## config.mk

```make
export PLATFORM = sky130hd
export DESIGN_NAME = mic_rms_level_meter_with_timeout_unit
export DESIGN_NICKNAME = d
export VERILOG_FILES = /design/src/sv/mrl_pkg.sv /design/src/sv/mic_rms_level_meter_with_timeout_unit.sv /design/src/sv/mrl_cfg.sv /design/src/sv/mrl_iter.sv
export SDC_FILE = /design/constraint.sdc
export NUM_CORES = 1
export LEC_CHECK = 0
export BUFFER_PORTS_ARGS = -buffer_cell sky130_fd_sc_hd__buf_2
export CAP_MARGIN = 20
export CORE_MARGIN = 3
export CORE_UTILIZATION = 64
export CTS_CLUSTER_SIZE = 28
export DETAILED_ROUTE_END_ITERATION = 10
export MAX_ROUTING_LAYER = met4
export PLACE_DENSITY = 0.81
export SETUP_SLACK_MARGIN = 0.15
export SYNTH_ARGS = -nofsm -noshare
export SYNTH_HDL_FRONTEND = slang
export SYNTH_SLANG_ARGS = --single-unit
```

## constraint.sdc

```tcl
create_clock -name clk -period 11.5 [get_ports clk]
set_input_delay 0.575 -clock clk [delete_from_list [all_inputs] [get_ports clk]]
set_output_delay 0.575 -clock clk [all_outputs]
set_load 0.02 [all_outputs]
```

## src/sv/mrl_pkg.sv

```systemverilog
`default_nettype none

package mrl_pkg;

	// Frame and datapath sizing
	localparam int MAX_FRAME = 1024;
	localparam int FRAME_W   = $clog2(MAX_FRAME + 1);
	localparam int SAMPLE_W  = 16;
	localparam int SQ_W      = 31;                          // 32768^2 fits in 31 bits
	localparam int SUM_W     = SQ_W + $clog2(MAX_FRAME);
	localparam int Q_W       = 31;                          // mean square never above 2^30
	localparam int ROOT_W    = 16;
	localparam int SH_W      = (SUM_W > 2 * ROOT_W) ? SUM_W : 2 * ROOT_W;
	localparam int STEP_W    = $clog2(SH_W + 1);
	localparam int REM_W     = 20;
	localparam int LDIV_W    = 11;
	localparam int DVS_W     = (FRAME_W > LDIV_W) ? FRAME_W : LDIV_W;
	localparam int GATE_W    = 8;
	localparam int LIMIT_W   = 20;
	localparam int TOTAL_W   = 21;
	localparam int LEVEL_W   = 7;
	localparam int SMOOTH_W  = 9;

	localparam logic [LEVEL_W-1:0] LEVEL_MAX = 7'd100;
	localparam logic [TOTAL_W-1:0] TOTAL_MAX = {TOTAL_W{1'b1}};

	// Divide by three as multiply and shift, exact for sums up to 300
	localparam logic [7:0] SMOOTH_MUL   = 8'd171;
	localparam int         SMOOTH_SHIFT = 9;

	// Stream widths
	localparam int S_TUSER_W = 2;
	localparam int M_TDATA_W = 32;
	localparam int M_TUSER_W = 2;

	// Register port
	localparam int ADDR_W    = 4;
	localparam int DATA_W    = 32;
	localparam int REG_IDX_W = 2;

	localparam logic [LDIV_W-1:0]  DIVISOR_RST = 11'd80;
	localparam logic [GATE_W-1:0]  GATE_RST    = 8'd8;
	localparam logic [LIMIT_W-1:0] LIMIT_RST   = 20'd192000;

	typedef enum logic [REG_IDX_W-1:0] {
		REG_DIVISOR = 2'd0,
		REG_GATE    = 2'd1,
		REG_LIMIT   = 2'd2
	} reg_idx_t;

	typedef enum logic [1:0] {
		CMD_SAMPLE = 2'd0,
		CMD_START  = 2'd1,
		CMD_STOP   = 2'd2
	} cmd_t;

	typedef enum logic {
		ITER_DIV  = 1'b0,
		ITER_SQRT = 1'b1
	} iter_mode_t;

	typedef struct packed {
		logic [LDIV_W-1:0]  level_divisor;
		logic [GATE_W-1:0]  noise_gate;
		logic [LIMIT_W-1:0] listen_limit;
	} cfg_t;

	typedef struct packed {
		logic              start;
		iter_mode_t        mode;
		logic [SH_W-1:0]   operand;
		logic [DVS_W-1:0]  divisor;
		logic [STEP_W-1:0] steps;
	} iter_req_t;

	typedef struct packed {
		logic              busy;
		logic              done;
		logic [SH_W-1:0]   quot;
		logic [ROOT_W-1:0] root;
	} iter_rsp_t;

endpackage

`default_nettype wire

```

## src/sv/mic_rms_level_meter_with_timeout_unit.sv

```systemverilog
// Microphone RMS level meter with listening window and timeout. Items come
// in on the s_ stream (sample in s_tdata, command in s_tuser, frame end on
// s_tlast), one result per item goes out on the m_ stream. The block takes
// one item at a time. On a frame end the single compare-subtract unit runs
// the mean-square division (one quotient bit per cycle), the square root
// (one digit per cycle) and the level division in turn. A stalled result
// stream holds back the next item until the output register is free. A
// finished result waits in the output register while the next item is taken.
// Registers: level_divisor at 0x0, noise_gate at 0x4, listen_limit at 0x8.
`default_nettype none

module mic_rms_level_meter_with_timeout_unit import mrl_pkg::*; (
	input  wire logic                 clk,
	input  wire logic                 arst_n,
	// input stream
	input  wire logic                 s_tvalid,
	output logic                      s_tready,
	input  wire logic [SAMPLE_W-1:0]  s_tdata,   // [15:0] sample
	input  wire logic [S_TUSER_W-1:0] s_tuser,   // [1:0] command
	input  wire logic                 s_tlast,
	// result stream
	output logic                      m_tvalid,
	input  wire logic                 m_tready,
	output logic      [M_TDATA_W-1:0] m_tdata,   // [15:0] forward_sample, [22:16] level,
	                                             // [23] listening, [24] timed_out
	output logic      [M_TUSER_W-1:0] m_tuser,   // [0] forward_valid, [1] level_valid
	// register port
	input  wire logic                 psel,
	input  wire logic                 penable,
	input  wire logic                 pwrite,
	input  wire logic [ADDR_W-1:0]    paddr,
	input  wire logic [DATA_W-1:0]    pwdata,
	output logic      [DATA_W-1:0]    prdata,
	output logic                      pready
);

	typedef enum logic [9:0] {
		ST_IDLE   = 10'b0000000001,
		ST_SQR    = 10'b0000000010,
		ST_ACC    = 10'b0000000100,
		ST_START  = 10'b0000001000,
		ST_DIV    = 10'b0000010000,
		ST_SQRT   = 10'b0000100000,
		ST_LDIV   = 10'b0001000000,
		ST_GATE   = 10'b0010000000,
		ST_SMOOTH = 10'b0100000000,
		ST_OUT    = 10'b1000000000
	} state_t;

	state_t                     state_q;
	cfg_t                       cfg;
	iter_req_t                  req;
	iter_rsp_t                  rsp;

	logic [S_TUSER_W-1:0]       cmd_q;
	logic signed [SAMPLE_W-1:0] sample_q;
	logic                       last_q;
	logic [SQ_W-1:0]            sq_q;
	logic [SUM_W-1:0]           sum_q;
	logic [FRAME_W-1:0]         count_q;
	logic [LEVEL_W-1:0]         level_q;
	logic                       listen_q;
	logic [TOTAL_W-1:0]         total_q;
	logic [LEVEL_W-1:0]         gated_q;
	logic                       fwd_q;
	logic                       lvl_valid_q;
	logic                       tout_q;
	logic                       m_tvalid_q;
	logic [M_TDATA_W-1:0]       m_tdata_q;
	logic [M_TUSER_W-1:0]       m_tuser_q;

	logic                       accept;
	logic                       out_load;
	logic [SAMPLE_W-1:0]        mag;
	logic [2*SAMPLE_W-1:0]      sq_full;
	logic [ROOT_W-1:0]          lv;
	logic [ROOT_W-1:0]          lv_gated;
	logic [TOTAL_W:0]           total_sum;
	logic [SMOOTH_W-1:0]        smooth_in;
	logic [SMOOTH_W+7:0]        smooth_prod;
	logic [DVS_W-1:0]           cnt_dvs;
	logic [DVS_W-1:0]           lvl_dvs;
	logic [SAMPLE_W-1:0]        fwd_sample;

	mrl_cfg u_cfg (
		.clk     (clk),
		.arst_n  (arst_n),
		.psel    (psel),
		.penable (penable),
		.pwrite  (pwrite),
		.paddr   (paddr),
		.pwdata  (pwdata),
		.prdata  (prdata),
		.cfg     (cfg)
	);

	mrl_iter u_iter (
		.clk    (clk),
		.arst_n (arst_n),
		.req    (req),
		.rsp    (rsp)
	);

	assign pready   = 1'b1;
	assign s_tready = (state_q == ST_IDLE);
	assign accept   = s_tvalid & s_tready;
	assign out_load = (state_q == ST_OUT) && (!m_tvalid_q || m_tready);

	// Square of the sample magnitude
	assign mag     = sample_q[SAMPLE_W-1] ? SAMPLE_W'(-sample_q) : SAMPLE_W'(sample_q);
	assign sq_full = {{SAMPLE_W{1'b0}}, mag} * {{SAMPLE_W{1'b0}}, mag};

	// Zero divisors act as one
	assign cnt_dvs = (count_q == '0) ? DVS_W'(1) : DVS_W'(count_q);
	assign lvl_dvs = (cfg.level_divisor == '0) ? DVS_W'(1) : DVS_W'(cfg.level_divisor);

	// Requests to the shared unit
	always_comb begin
		req.start   = 1'b0;
		req.mode    = ITER_DIV;
		req.operand = SH_W'(sum_q);
		req.divisor = cnt_dvs;
		req.steps   = STEP_W'(SH_W);
		unique case (state_q)
			ST_START: req.start = 1'b1;
			ST_DIV: begin
				req.start   = rsp.done;
				req.mode    = ITER_SQRT;
				req.operand = {1'b0, rsp.quot[Q_W-1:0], {(SH_W-2*ROOT_W){1'b0}}};
				req.steps   = STEP_W'(ROOT_W);
			end
			ST_SQRT: begin
				req.start   = rsp.done;
				req.operand = {rsp.root, {(SH_W-ROOT_W){1'b0}}};
				req.divisor = lvl_dvs;
				req.steps   = STEP_W'(ROOT_W);
			end
			default: ;
		endcase
	end

	// Gate and cap of the raw level
	assign lv       = rsp.quot[ROOT_W-1:0];
	assign lv_gated = (lv < ROOT_W'(cfg.noise_gate)) ? '0 : lv - ROOT_W'(cfg.noise_gate);
	assign total_sum = {1'b0, total_q} + (TOTAL_W+1)'(count_q);

	// Smoothing (2*old + new) / 3
	assign smooth_in   = {1'b0, level_q, 1'b0} + SMOOTH_W'(gated_q);
	assign smooth_prod = (SMOOTH_W+8)'(smooth_in) * (SMOOTH_W+8)'(SMOOTH_MUL);

	// Sequencer and frame state
	always_ff @(posedge clk or negedge arst_n) begin
		if (!arst_n) begin
			state_q     <= ST_IDLE;
			sum_q       <= '0;
			count_q     <= '0;
			level_q     <= '0;
			listen_q    <= 1'b0;
			total_q     <= '0;
			fwd_q       <= 1'b0;
			lvl_valid_q <= 1'b0;
			tout_q      <= 1'b0;
		end else begin
			unique case (state_q)
				ST_IDLE: begin
					if (accept) begin
						fwd_q       <= 1'b0;
						lvl_valid_q <= 1'b0;
						tout_q      <= 1'b0;
						state_q     <= ST_SQR;
					end
				end
				ST_SQR: state_q <= ST_ACC;
				ST_ACC: begin
					state_q <= ST_OUT;
					unique case (cmd_q)
						CMD_START: begin
							listen_q <= 1'b1;
							total_q  <= '0;
						end
						CMD_STOP: begin
							listen_q <= 1'b0;
							total_q  <= '0;
							level_q  <= '0;
						end
						CMD_SAMPLE: begin
							if (count_q < FRAME_W'(MAX_FRAME)) begin
								sum_q   <= sum_q + SUM_W'(sq_q);
								count_q <= count_q + FRAME_W'(1);
							end
							fwd_q <= listen_q;
							if (last_q) begin
								state_q <= ST_START;
							end
						end
						default: ;
					endcase
				end
				ST_START: state_q <= ST_DIV;
				ST_DIV: begin
					if (rsp.done) begin
						state_q <= ST_SQRT;
					end
				end
				ST_SQRT: begin
					if (rsp.done) begin
						state_q <= ST_LDIV;
					end
				end
				ST_LDIV: begin
					if (rsp.done) begin
						state_q <= ST_GATE;
					end
				end
				ST_GATE: begin
					if (listen_q) begin
						total_q <= total_sum[TOTAL_W] ? TOTAL_MAX : total_sum[TOTAL_W-1:0];
					end
					sum_q   <= '0;
					count_q <= '0;
					state_q <= ST_SMOOTH;
				end
				ST_SMOOTH: begin
					lvl_valid_q <= 1'b1;
					if (listen_q && (total_q >= TOTAL_W'(cfg.listen_limit))) begin
						listen_q <= 1'b0;
						level_q  <= '0;
						tout_q   <= 1'b1;
					end else begin
						level_q <= smooth_prod[SMOOTH_SHIFT +: LEVEL_W];
					end
					state_q <= ST_OUT;
				end
				ST_OUT: begin
					if (out_load) begin
						state_q <= ST_IDLE;
					end
				end
				default: state_q <= ST_IDLE;
			endcase
		end
	end

	// Item capture and datapath registers
	always_ff @(posedge clk) begin
		if (accept) begin
			cmd_q    <= s_tuser;
			sample_q <= s_tdata;
			last_q   <= s_tlast;
		end
		if (state_q == ST_SQR) begin
			sq_q <= sq_full[SQ_W-1:0];
		end
		if (state_q == ST_GATE) begin
			gated_q <= (lv_gated > ROOT_W'(LEVEL_MAX)) ? LEVEL_MAX : lv_gated[LEVEL_W-1:0];
		end
	end

	// Output register
	assign fwd_sample = fwd_q ? SAMPLE_W'(sample_q) : '0;

	always_ff @(posedge clk or negedge arst_n) begin
		if (!arst_n) begin
			m_tvalid_q <= 1'b0;
		end else if (out_load) begin
			m_tvalid_q <= 1'b1;
		end else if (m_tready) begin
			m_tvalid_q <= 1'b0;
		end
	end

	always_ff @(posedge clk) begin
		if (out_load) begin
			m_tdata_q <= M_TDATA_W'({tout_q, listen_q, level_q, fwd_sample});
			m_tuser_q <= {lvl_valid_q, fwd_q};
		end
	end

	assign m_tvalid = m_tvalid_q;
	assign m_tdata  = m_tdata_q;
	assign m_tuser  = m_tuser_q;

endmodule

`default_nettype wire

```

## src/sv/mrl_cfg.sv

```systemverilog
`default_nettype none

// Register file behind the APB-style port
module mrl_cfg import mrl_pkg::*; (
	input  wire logic              clk,
	input  wire logic              arst_n,
	input  wire logic              psel,
	input  wire logic              penable,
	input  wire logic              pwrite,
	input  wire logic [ADDR_W-1:0] paddr,
	input  wire logic [DATA_W-1:0] pwdata,
	output logic      [DATA_W-1:0] prdata,
	output cfg_t                   cfg
);

	logic                 wr_en;
	logic [REG_IDX_W-1:0] idx;
	cfg_t                 cfg_q;

	assign wr_en = psel & penable & pwrite;
	assign idx   = paddr[ADDR_W-1:2];
	assign cfg   = cfg_q;

	// Register writes; addresses past the list are dropped
	always_ff @(posedge clk or negedge arst_n) begin
		if (!arst_n) begin
			cfg_q.level_divisor <= DIVISOR_RST;
			cfg_q.noise_gate    <= GATE_RST;
			cfg_q.listen_limit  <= LIMIT_RST;
		end else if (wr_en) begin
			unique case (idx)
				REG_DIVISOR: cfg_q.level_divisor <= pwdata[LDIV_W-1:0];
				REG_GATE:    cfg_q.noise_gate    <= pwdata[GATE_W-1:0];
				REG_LIMIT:   cfg_q.listen_limit  <= pwdata[LIMIT_W-1:0];
				default: ;
			endcase
		end
	end

	// Read mux
	always_comb begin
		unique case (idx)
			REG_DIVISOR: prdata = DATA_W'(cfg_q.level_divisor);
			REG_GATE:    prdata = DATA_W'(cfg_q.noise_gate);
			REG_LIMIT:   prdata = DATA_W'(cfg_q.listen_limit);
			default:     prdata = '0;
		endcase
	end

endmodule

`default_nettype wire

```

## src/sv/mrl_iter.sv

```systemverilog
`default_nettype none

// Shared compare-subtract unit: one restoring division step or one
// square root digit per cycle, for as many steps as the request asks.
module mrl_iter import mrl_pkg::*; (
	input  wire logic      clk,
	input  wire logic      arst_n,
	input  wire iter_req_t req,
	output iter_rsp_t      rsp
);

	logic              busy_q;
	logic              done_q;
	logic [STEP_W-1:0] cnt_q;
	iter_mode_t        mode_q;
	logic [REM_W-1:0]  rem_q;
	logic [SH_W-1:0]   sh_q;
	logic [ROOT_W-1:0] root_q;
	logic [DVS_W-1:0]  dvs_q;

	logic [REM_W-1:0]  op_a;
	logic [REM_W-1:0]  op_b;
	logic [REM_W:0]    diff;
	logic              ge;

	// Operand select: bring down one bit (divide) or two bits (root)
	always_comb begin
		unique case (mode_q)
			ITER_SQRT: begin
				op_a = {rem_q[REM_W-3:0], sh_q[SH_W-1 -: 2]};
				op_b = {{(REM_W-ROOT_W-2){1'b0}}, root_q, 2'b01};
			end
			ITER_DIV: begin
				op_a = {rem_q[REM_W-2:0], sh_q[SH_W-1]};
				op_b = {{(REM_W-DVS_W){1'b0}}, dvs_q};
			end
		endcase
	end

	assign diff = {1'b0, op_a} - {1'b0, op_b};
	assign ge   = ~diff[REM_W];

	// Step sequencing
	always_ff @(posedge clk or negedge arst_n) begin
		if (!arst_n) begin
			busy_q <= 1'b0;
			done_q <= 1'b0;
			cnt_q  <= '0;
			mode_q <= ITER_DIV;
		end else if (req.start) begin
			busy_q <= 1'b1;
			done_q <= 1'b0;
			cnt_q  <= req.steps;
			mode_q <= req.mode;
		end else if (busy_q) begin
			cnt_q <= cnt_q - STEP_W'(1);
			if (cnt_q == STEP_W'(1)) begin
				busy_q <= 1'b0;
				done_q <= 1'b1;
			end
		end else begin
			done_q <= 1'b0;
		end
	end

	// Datapath registers
	always_ff @(posedge clk) begin
		if (req.start) begin
			rem_q  <= '0;
			sh_q   <= req.operand;
			root_q <= '0;
			dvs_q  <= req.divisor;
		end else if (busy_q) begin
			rem_q <= ge ? diff[REM_W-1:0] : op_a;
			if (mode_q == ITER_SQRT) begin
				sh_q   <= {sh_q[SH_W-3:0], 2'b00};
				root_q <= {root_q[ROOT_W-2:0], ge};
			end else begin
				sh_q <= {sh_q[SH_W-2:0], ge};
			end
		end
	end

	assign rsp.busy = busy_q;
	assign rsp.done = done_q;
	assign rsp.quot = sh_q;
	assign rsp.root = root_q;

endmodule

`default_nettype wire

```

Word-level counts from Yosys, hierarchy flattened
Cells that the tools add are included.

word-level totals
  input port bits = 62
  bits in latches = 0
  flip-flop bits (word level) = 314
  ROM bits = 0
  word-level logic and storage cells = 160
  memories = 0
  bits in writable memories = 0
  output and inout bits = 69

operators by class
  magnitude comparators = 4
  mux-type cells = 56
  shift-type cells = 0
  bitwise gates (word level) = 5
  reduce and logical (&&, ||, !) cells = 28
  equal/unequal tests = 28
  div/mod/pow operators = 0
  multipliers = 2
  $add $sub $neg = 8

operators by type and width
  operator                                             count
  2-to-1 mux 41 bit                                    5
  one-hot mux 41 bit (2 select lines)                  2
  one-hot mux 10 bit (10 select lines)                 1
  one-hot mux 20 bit (2 select lines)                  2
  2-to-1 mux 10 bit                                    7
  2-to-1 mux 21 bit                                    3
  one-hot mux 20 bit (3 select lines)                  1
  2-to-1 mux 11 bit                                    5
  one-hot mux 21 bit (2 select lines)                  1
  adder 41 x 31 -> 41 bit                              1
  2-to-1 mux 16 bit                                    2
  multiplier 16 x 16 -> 31 bit                         1
  adder 21 x 11 -> 22 bit                              1
  zero test 11 bit                                     2
  one-hot mux 11 bit (2 select lines)                  1
  greater-or-equal comparator 21 x 20 -> 1 bit         1
  subtractor 20 x 20 -> 21 bit                         1
  2-to-1 mux 19 bit                                    1
  2-to-1 mux 6 bit                                     3
  > comparator 16 x 7 -> 1 bit, second input constant  1
  < comparator 16 x 8 -> 1 bit                         1
  multiplier 9 x 8 -> 16 bit, second input constant    1
  negation 16 bit                                      1
  subtractor 16 x 8 -> 16 bit                          1
  other kinds (36)                                     85

Logic depth before layout (Yosys ltp)
Gate-level depths: netlist (run 1).

  depth in word-level cells = 7
  mapped depth = 32
  depth with buffers taken out = 30

By module
From an unflattened synthesis (run 1), not the netlist that was laid out.

unflattened totals
  cells, all modules = 2784
  area total of the unflattened synthesis = 26765.7 um2

modules (own cells, without submodules)
  module                                 cells an instance  sequential area each (um2)  instances  area each (um2)
  mic_rms_level_meter_with_timeout_unit  2082               4870.9                      1          19367.3
  mrl_iter                               558                2487.4                      1          5510.3
  mrl_cfg                                144                988.4                       1          1888.1

Worst setup path before layout (run 1)
No wires, ideal clock.

  kind = register to register
  from = register sample_q[0]
  to = register sq_q[30] (data pin)
  cell stages (with the launch flop) = 30
  path buffers = 1
  setup slack = 3.353 ns
  data arrival time = 7.887 ns
  data required time = 11.240 ns
  library setup time = 0.260 ns
  cells stage by stage = edfxtp_1 > inv_1 > clkbuf_1 > ha_1 > nand2_1 > or3_1 > or3_1 > o31a_1 > xor2_1 > inv_1 > nor2_1 > fa_1 > inv_1 > fa_1 > fa_1 > fa_1 > inv_1 > fa_1 > inv_1 > fa_1 > inv_1 > ha_1 > a211oi_1 > a31oi_1 > a21oi_1 > o211ai_1 > a2111o_1 > a31o_2 > a21oi_1 > xnor2_1

on the way
  word-level cells in the longest chain between the ends = 3

ends and longest elaborated chain
  item                            RTL line                                      source
  start: declaration              mic_rms_level_meter_with_timeout_unit.sv:56   logic signed [SAMPLE_W-1:0] sample_q;
  start signal: assignment        mic_rms_level_meter_with_timeout_unit.sv:248  sample_q <= s_tdata;
  negation 16 bit                 mic_rms_level_meter_with_timeout_unit.sv:110  assign mag = sample_q[SAMPLE_W-1] ? SAMPLE_W'(-sample_q) : SAMPLE_W'(sample_q);
  2-to-1 mux 16 bit *             mic_rms_level_meter_with_timeout_unit.sv:110
  multiplier 16 x 16 -> 31 bit *  mic_rms_level_meter_with_timeout_unit.sv:111  assign sq_full = {{SAMPLE_W{1'b0}}, mag} * {{SAMPLE_W{1'b0}}, mag};
  via sq_full[30]                 mic_rms_level_meter_with_timeout_unit.sv:75   logic [2*SAMPLE_W-1:0] sq_full;
  end signal: assignment          mic_rms_level_meter_with_timeout_unit.sv:252  sq_q <= sq_full[SQ_W-1:0];
  end: declaration                mic_rms_level_meter_with_timeout_unit.sv:58   logic [SQ_W-1:0] sq_q;

The timed path passes the listed nets; every way through them passes the cells marked *.
A chain may end at the register's enable or synchronous reset.

Worst setup path in the final report (run 1)
Ends and elaborated chain as after synthesis.

==> flow_summary.toml, run 1 <==
[clock_network]
clock_path_buffers = 3
cts.htree.levels = 2
postCtsSetupRepairBufs = 0
cts_hold_fix_bufs = 0
tritoncts_clock_tree = "built"
post_cts_resized = 0
cts.sink_count = 313
cts_root_buffer = "sky130_fd_sc_hd__clkbuf_16"
cts_buffers = 36
insertion_delay_ps = 570
clk_pin_slew_worst_paths_ps = 60

[die]
floorplan.initialDensity_pct = 65.3
design.core.area_sq_um = 40100
rows = 73
design.portCount = 131
die_h_microns = 208
die_width_microns = 208
die-area_sq_um = 43400

[setup_path]
worstSetupStartpointType = "register"
timing.critical_path.arrival_ps = 9900
critical-path-max-stage-delay_ps = 750
critical_path.n_buffers_inverters = 6
worstPathRequired_ps = 11790
critPathSlowestCell = "sky130_fd_sc_hd__xor2_1"
setup.worst_path.class = "reg -> reg"
critPathTopFamily = "adder cells"
timing.critical_path.to_type = "register"
setup.reg_to_reg.worst_slack_ps = 1890
critical_path.reg2reg.startpoint = "sample_q[0]"
setup.worst_path.start = "sample_q[0]"
timing.critical_path.fanout_max = 16

[routing]
detailroute.via_count = 20000
drtIter0Drc = 1492
drtPass1Iterations = 6
avgRoutedWirePerCell_microns = 18.0
post-route-drc-count = 0
via_per_inst = 5.92
drt-total-wl_microns = 60800
antenna_violating_nets_post_route = 0

[logic_synthesis]
gate_count_after_technology_mapping = 2750
synth-warning-count = 0
yosys_register_bits = 313
synth-async-reset-ratio_pct = 45.7
yosys.cell_types.count = 87
yosysSeqAreaShare_pct = 31.9
syn_area_per_cell_sq_um = 9.52
synth_enable_flop_cells = 135
syn-cell-area_sq_um = 26200
synth_ff_type = "sky130_fd_sc_hd__edfxtp_1"

[global_routing]
largest_net_degree_at_the_start_of_global_routing = 76
grt_pass1_wl_microns = 102000
leftover_overflow_at_the_end_of_global_routing = 0
total_routing_usage_reported_by_global_routing_pct = 29.1
grt_antenna_before_repair = 0
first_global_vias = 20700

[status]
run_status = "completed"

[timing]
final_hold_viol_count = 0
timing.clock.skew_ps = 26.0
report.final.slew_viol_count = 0
setup_total_negative_slack_ps = 0
max_slew_margin_pct = 25.2
tightest_slew_ps = 1110
post-route-period-util_pct = 83.6
finalWorstPathRequiredPeriod_ps = 9610
timing.final.setup_violations = 0
hold_slack_ps = 11.4
fmaxAchievable_mhz = 104
rsz0062_at_grt = "false"

[placed_design]
placed_cells = 3313
placement.cell_area_sq_um = 27100
gp_congestion = 0.957
dp_hpwl_microns = 46800
port_buffers = 96

[worst_hold_path]
hold_class = "in -> async"

[final_layout]
antenna_diodes = 0
area.growth.synth_to_final_pct = 8.17
post_layout_nonfiller_instances = 3378
design_area_sq_um = 28300
drive_gt1_share_pct = 9.25
finish.net_count = 3310
final.fill_count = 2889

[flow_run]
maxCapViolCount = 0
==> cell usage in the layout (no fill, tap or decap), types with 22 or more instances in the layout <==
cell,instances
sky130_fd_sc_hd__o21ai_0,156
sky130_fd_sc_hd__buf_2,95
sky130_fd_sc_hd__nand2_1,261
sky130_fd_sc_hd__nor3_1,32
sky130_fd_sc_hd__edfxtp_1,135
sky130_fd_sc_hd__dfxtp_1,35
sky130_fd_sc_hd__a31oi_1,26
sky130_fd_sc_hd__a21o_1,44
sky130_fd_sc_hd__conb_1,31
sky130_fd_sc_hd__dfrtp_1,131
sky130_fd_sc_hd__fa_1,183
sky130_fd_sc_hd__nor2_1,191
sky130_fd_sc_hd__a21oi_1,167
sky130_fd_sc_hd__mux2i_1,73
sky130_fd_sc_hd__a211oi_1,28
sky130_fd_sc_hd__nand3_1,75
sky130_fd_sc_hd__ha_1,239
sky130_fd_sc_hd__xnor2_1,75
sky130_fd_sc_hd__buf_4,22
sky130_fd_sc_hd__and2_1,36
sky130_fd_sc_hd__xor2_1,59
sky130_fd_sc_hd__inv_1,353
sky130_fd_sc_hd__clkbuf_16,37
sky130_fd_sc_hd__mux2_2,47
==> through the flow <==
| stage | setup WS [ps] | utilization (%) |
|---|---|---|
| global route | 1410 | 70.6 |
| CTS | 1960 | 70.6 |
| floorplan | 3350 | - |
| detailed placement | 1980 | 67.6 |
| finish | 1890 | 70.6 |
| global placement | 2110 | 67.6 |
==> worst register-to-register path, delay by kind of cell, from the launching register on <==
kind | cells | cell delay (ps)
buf+inv | 6 | 1220
fa+ha+maj | 8 | 3490
xor+xnor | 2 | 830
simple gates | 4 | 1060
compound gates | 8 | 2160
flops | 1 | 590
==> Yosys cell counts, drive strengths merged (13+ instances only) <==
cell type | count | area share (%)
a21oi | 169 | 3.2
nand2 | 261 | 3.7
o21a | 16 | 0.46
mux2 | 47 | 2.0
nand3 | 75 | 1.4
dfxtp | 35 | 2.7
mux2i | 73 | 2.8
ha | 239 | 11
nand2b | 13 | 0.31
buf | 45 | 1.1
edfxtp | 135 | 15
or3 | 13 | 0.31
dfrtp | 132 | 13
o21ai | 163 | 3.1
and3 | 20 | 0.48
o31ai | 17 | 0.53
and2 | 37 | 0.88
a21o | 44 | 1.3
clkbuf | 64 | 0.92
nor2b | 19 | 0.45
xnor2 | 76 | 2.6
inv | 353 | 5.1
xor2 | 59 | 2.0
nor2 | 192 | 2.8
a31oi | 26 | 0.62
a211oi | 29 | 0.88
o21bai | 16 | 0.46
a22o | 18 | 0.60
nor3 | 33 | 0.63
fa | 183 | 14
nand4 | 20 | 0.48
==> path summary, 6_finish.rpt <==
check	to	depth (start not counted)
setup / recovery	sq_q[30]	28
hold / removal	lvl_valid_q	1
setup reg to reg	sq_q[30]	28
hold reg to reg	m_tuser[1]	0
max in group asynchronous	u_iter.mode_q	2
min in group clk	sample_q[11]	1
==> flip-flops by register name, indices dropped and copies added (netlist names), 2 cells and up <==
name / flops
u_cfg.cfg: 39
sq_q: 30
u_iter.sh_q: 41
count_q: 11
gated_q: 7
u_iter.rem_q: 19
m_tuser: 2
sample_q: 16
u_iter.cnt_q: 6
cmd_q: 2
total_q: 21
m_tdata: 25
u_iter.root_q: 16
state_q: 10
level_q: 7
sum_q: 41
u_iter.dvs_q: 11
==> layout make-up <==
cell class                      instances  area [sq um]  share of cell area (%)
Tap cell                              525           657                    2.32
Clock buffer                           47          1010                    3.58
Clock inverter                         18           198                   0.698
Timing Repair Buffer                  118           652                    2.30
Inverter                              357          1340                    4.73
Sequential cell                       313          8350                    29.5
Multi-Input combinational cell       2000         16100                    56.9
==> kinds of logic (layout without fill, tap and decap cells) <==
group                      Yosys count  after routing  share of synthesized area, %
and+or+nand+nor                    742            742                          13.3
DFF                                313            313                          31.9
xor gates and xnor gates           135            135                          4.54
muxes                              120            120                          4.81
other                                2             31                        0.0287
adders and majority gates          422            422                          25.4
AOI/OAI and AO/OA                  550            550                          12.9
buffers and inverters              466            540                          7.12
==> metal layers <==
metal	wire length [microns]	vias up	global-route usage [%]	share of wire, %
met2	30500	594	49.4	50
met1	24700	9745	35.5	41
met3	3080	161	3.77	5.1
met4	2480	0	11.4	4.1
met5	0	-	-	0
li1	-	9499	-	-
Power of run 1 is not shown: default switching activity piles up to over one toggle a cycle in this logic, so the estimate is an artifact.
==> run 2, diff against run 1 <==
Settings changed: CORE_UTILIZATION 64 to 57, PLACE_DENSITY 0.81 to 0.76.
Clock period 11.5 ns to 8.45 ns, I/O delays scaled along.
==> flow_summary.toml, run 2 (same netlist as run 1, synthesis figures left out) <==
[final_layout]
area.growth.synth_to_final_pct = 9.65
ff_latch_area_sq_um = 8350
layout.cells.most_common = "sky130_fd_sc_hd__inv_1"
layout.cells.most_common_list = "350 x sky130_fd_sc_hd__inv_1, 260 x sky130_fd_sc_hd__nand2_1, 237 x sky130_fd_sc_hd__ha_1"
antenna_diodes = 0
final.fill_count = 3599
drive_gt1_share_pct = 10.6
design_area_sq_um = 28700
multi_input_comb_area_sq_um = 16200
finish.net_count = 3336
post_layout_nonfiller_instances = 3473
finish.utilization_pct = 64.1

[setup_path]
worstSetupStartpointType = "register"
path_common_cell = "sky130_fd_sc_hd__fa_1"
setup.worst_path.class = "reg -> reg"
timing.critical_path.to_type = "register"
timing.critical_path.arrival_ps = 8220
worstPathRequired_ps = 8730
timing.critical_path.fanout_max = 7
critPathSlowestCell = "sky130_fd_sc_hd__fa_1"
critical-path-max-stage-delay_ps = 540
critPathTopFamily = "adder cells"
critical_path.n_buffers_inverters = 7

[global_routing]
leftover_overflow_at_the_end_of_global_routing = 0
largest_net_degree_at_the_start_of_global_routing = 76
total_routing_usage_reported_by_global_routing_pct = 26.7
grt_pass1_wl_microns = 102000
first_global_vias = 20800
grt_antenna_before_repair = 0

[timing]
final_hold_viol_count = 0
timing.final.setup_violations = 0
tightest_slew_ps = 1080
finalWorstPathRequiredPeriod_ps = 7940
rsz0062_at_grt = "false"
post-route-period-util_pct = 93.9
report.final.slew_viol_count = 0
max_slew_margin_pct = 28.1
setup_total_negative_slack_ps = 0
fmaxAchievable_mhz = 126
timing.clock.skew_ps = 27.1

[routing]
avgRoutedWirePerCell_microns = 17.6
detailroute.via_count = 20000
post-route-drc-count = 0
drtIter0Drc = 1423
via_per_inst = 5.75
antenna_violating_nets_post_route = 0
drtPass1Iterations = 5
drt-total-wl_microns = 61200

[clock_network]
tritoncts_clock_tree = "built"
cts.htree.levels = 2
clock_path_buffers = 3
cts_buffers = 37
insertion_delay_ps = 560
clk_pin_slew_worst_paths_ps = 60
cts_root_buffer = "sky130_fd_sc_hd__clkbuf_16"
cts.sink_count = 313

[placed_design]
gp_congestion = 0.948
placement.cell_area_sq_um = 27300
port_buffers = 96
placed_cells = 3395
dp_hpwl_microns = 47300

[die]
rows = 77
die_width_microns = 220
die_h_microns = 220
die-area_sq_um = 48500
design.core.area_sq_um = 44800
floorplan.initialDensity_pct = 58.4
design.portCount = 131

[flow_run]
maxCapViolCount = 0

[status]
run_status = "completed"

[worst_hold_path]
hold_class = "in -> reg"
==> run 2: final timing paths <==
check / depth (start not counted) / slack [ps] / from / endpoint
max: 30 / 510 / sample_q[1] / sq_q[29]
min: 1 / 50 / s_tuser[1] / cmd_q[1]
max reg2reg: 30 / 510 / sample_q[1] / sq_q[29]
min reg2reg: 0 / 480 / lvl_valid_q / m_tuser[1]
max in group asynchronous: 3 / 6540 / arst_n / u_iter.mode_q
min in group asynchronous: 2 / 460 / arst_n / state_q[1]
==> run 2: cell type report <==
type	count	area share [%]
well taps	592	2.58
multi-input cells	2000	56.4
inverters	357	4.68
repair buffers	143	2.95
flip-flops and latches	313	29.1
clock buffers	54	3.73
clock inverters	14	0.532
==> run 2: through the flow <==
stage / hold slack, ps / setup WS, ps
5_1_grt: 26.1 / 147
2_1_floorplan: 127 / 303
3_3_place_gp: 430 / 372
6_report: 52.0 / 512
3_5_place_dp: 461 / 230
4_1_cts: 13.5 / 168
==> run 2: timing repair <==
item                                   in CTS  in global routing
setup buffers                               0                  7
endpoints found under the hold margin      63                  0
setup endpoints to repair                   0                  6
hold buffers                                1                  0
resized for setup                           0                 28
==> run 2: per-layer routing <==
metal	track usage, %	share of wire, %
met1	32.6	42
met4	10.5	4.2
met3	3.32	4.8
met2	45.5	49
met5	-	0
Power of run 2 is left out for the same reason.
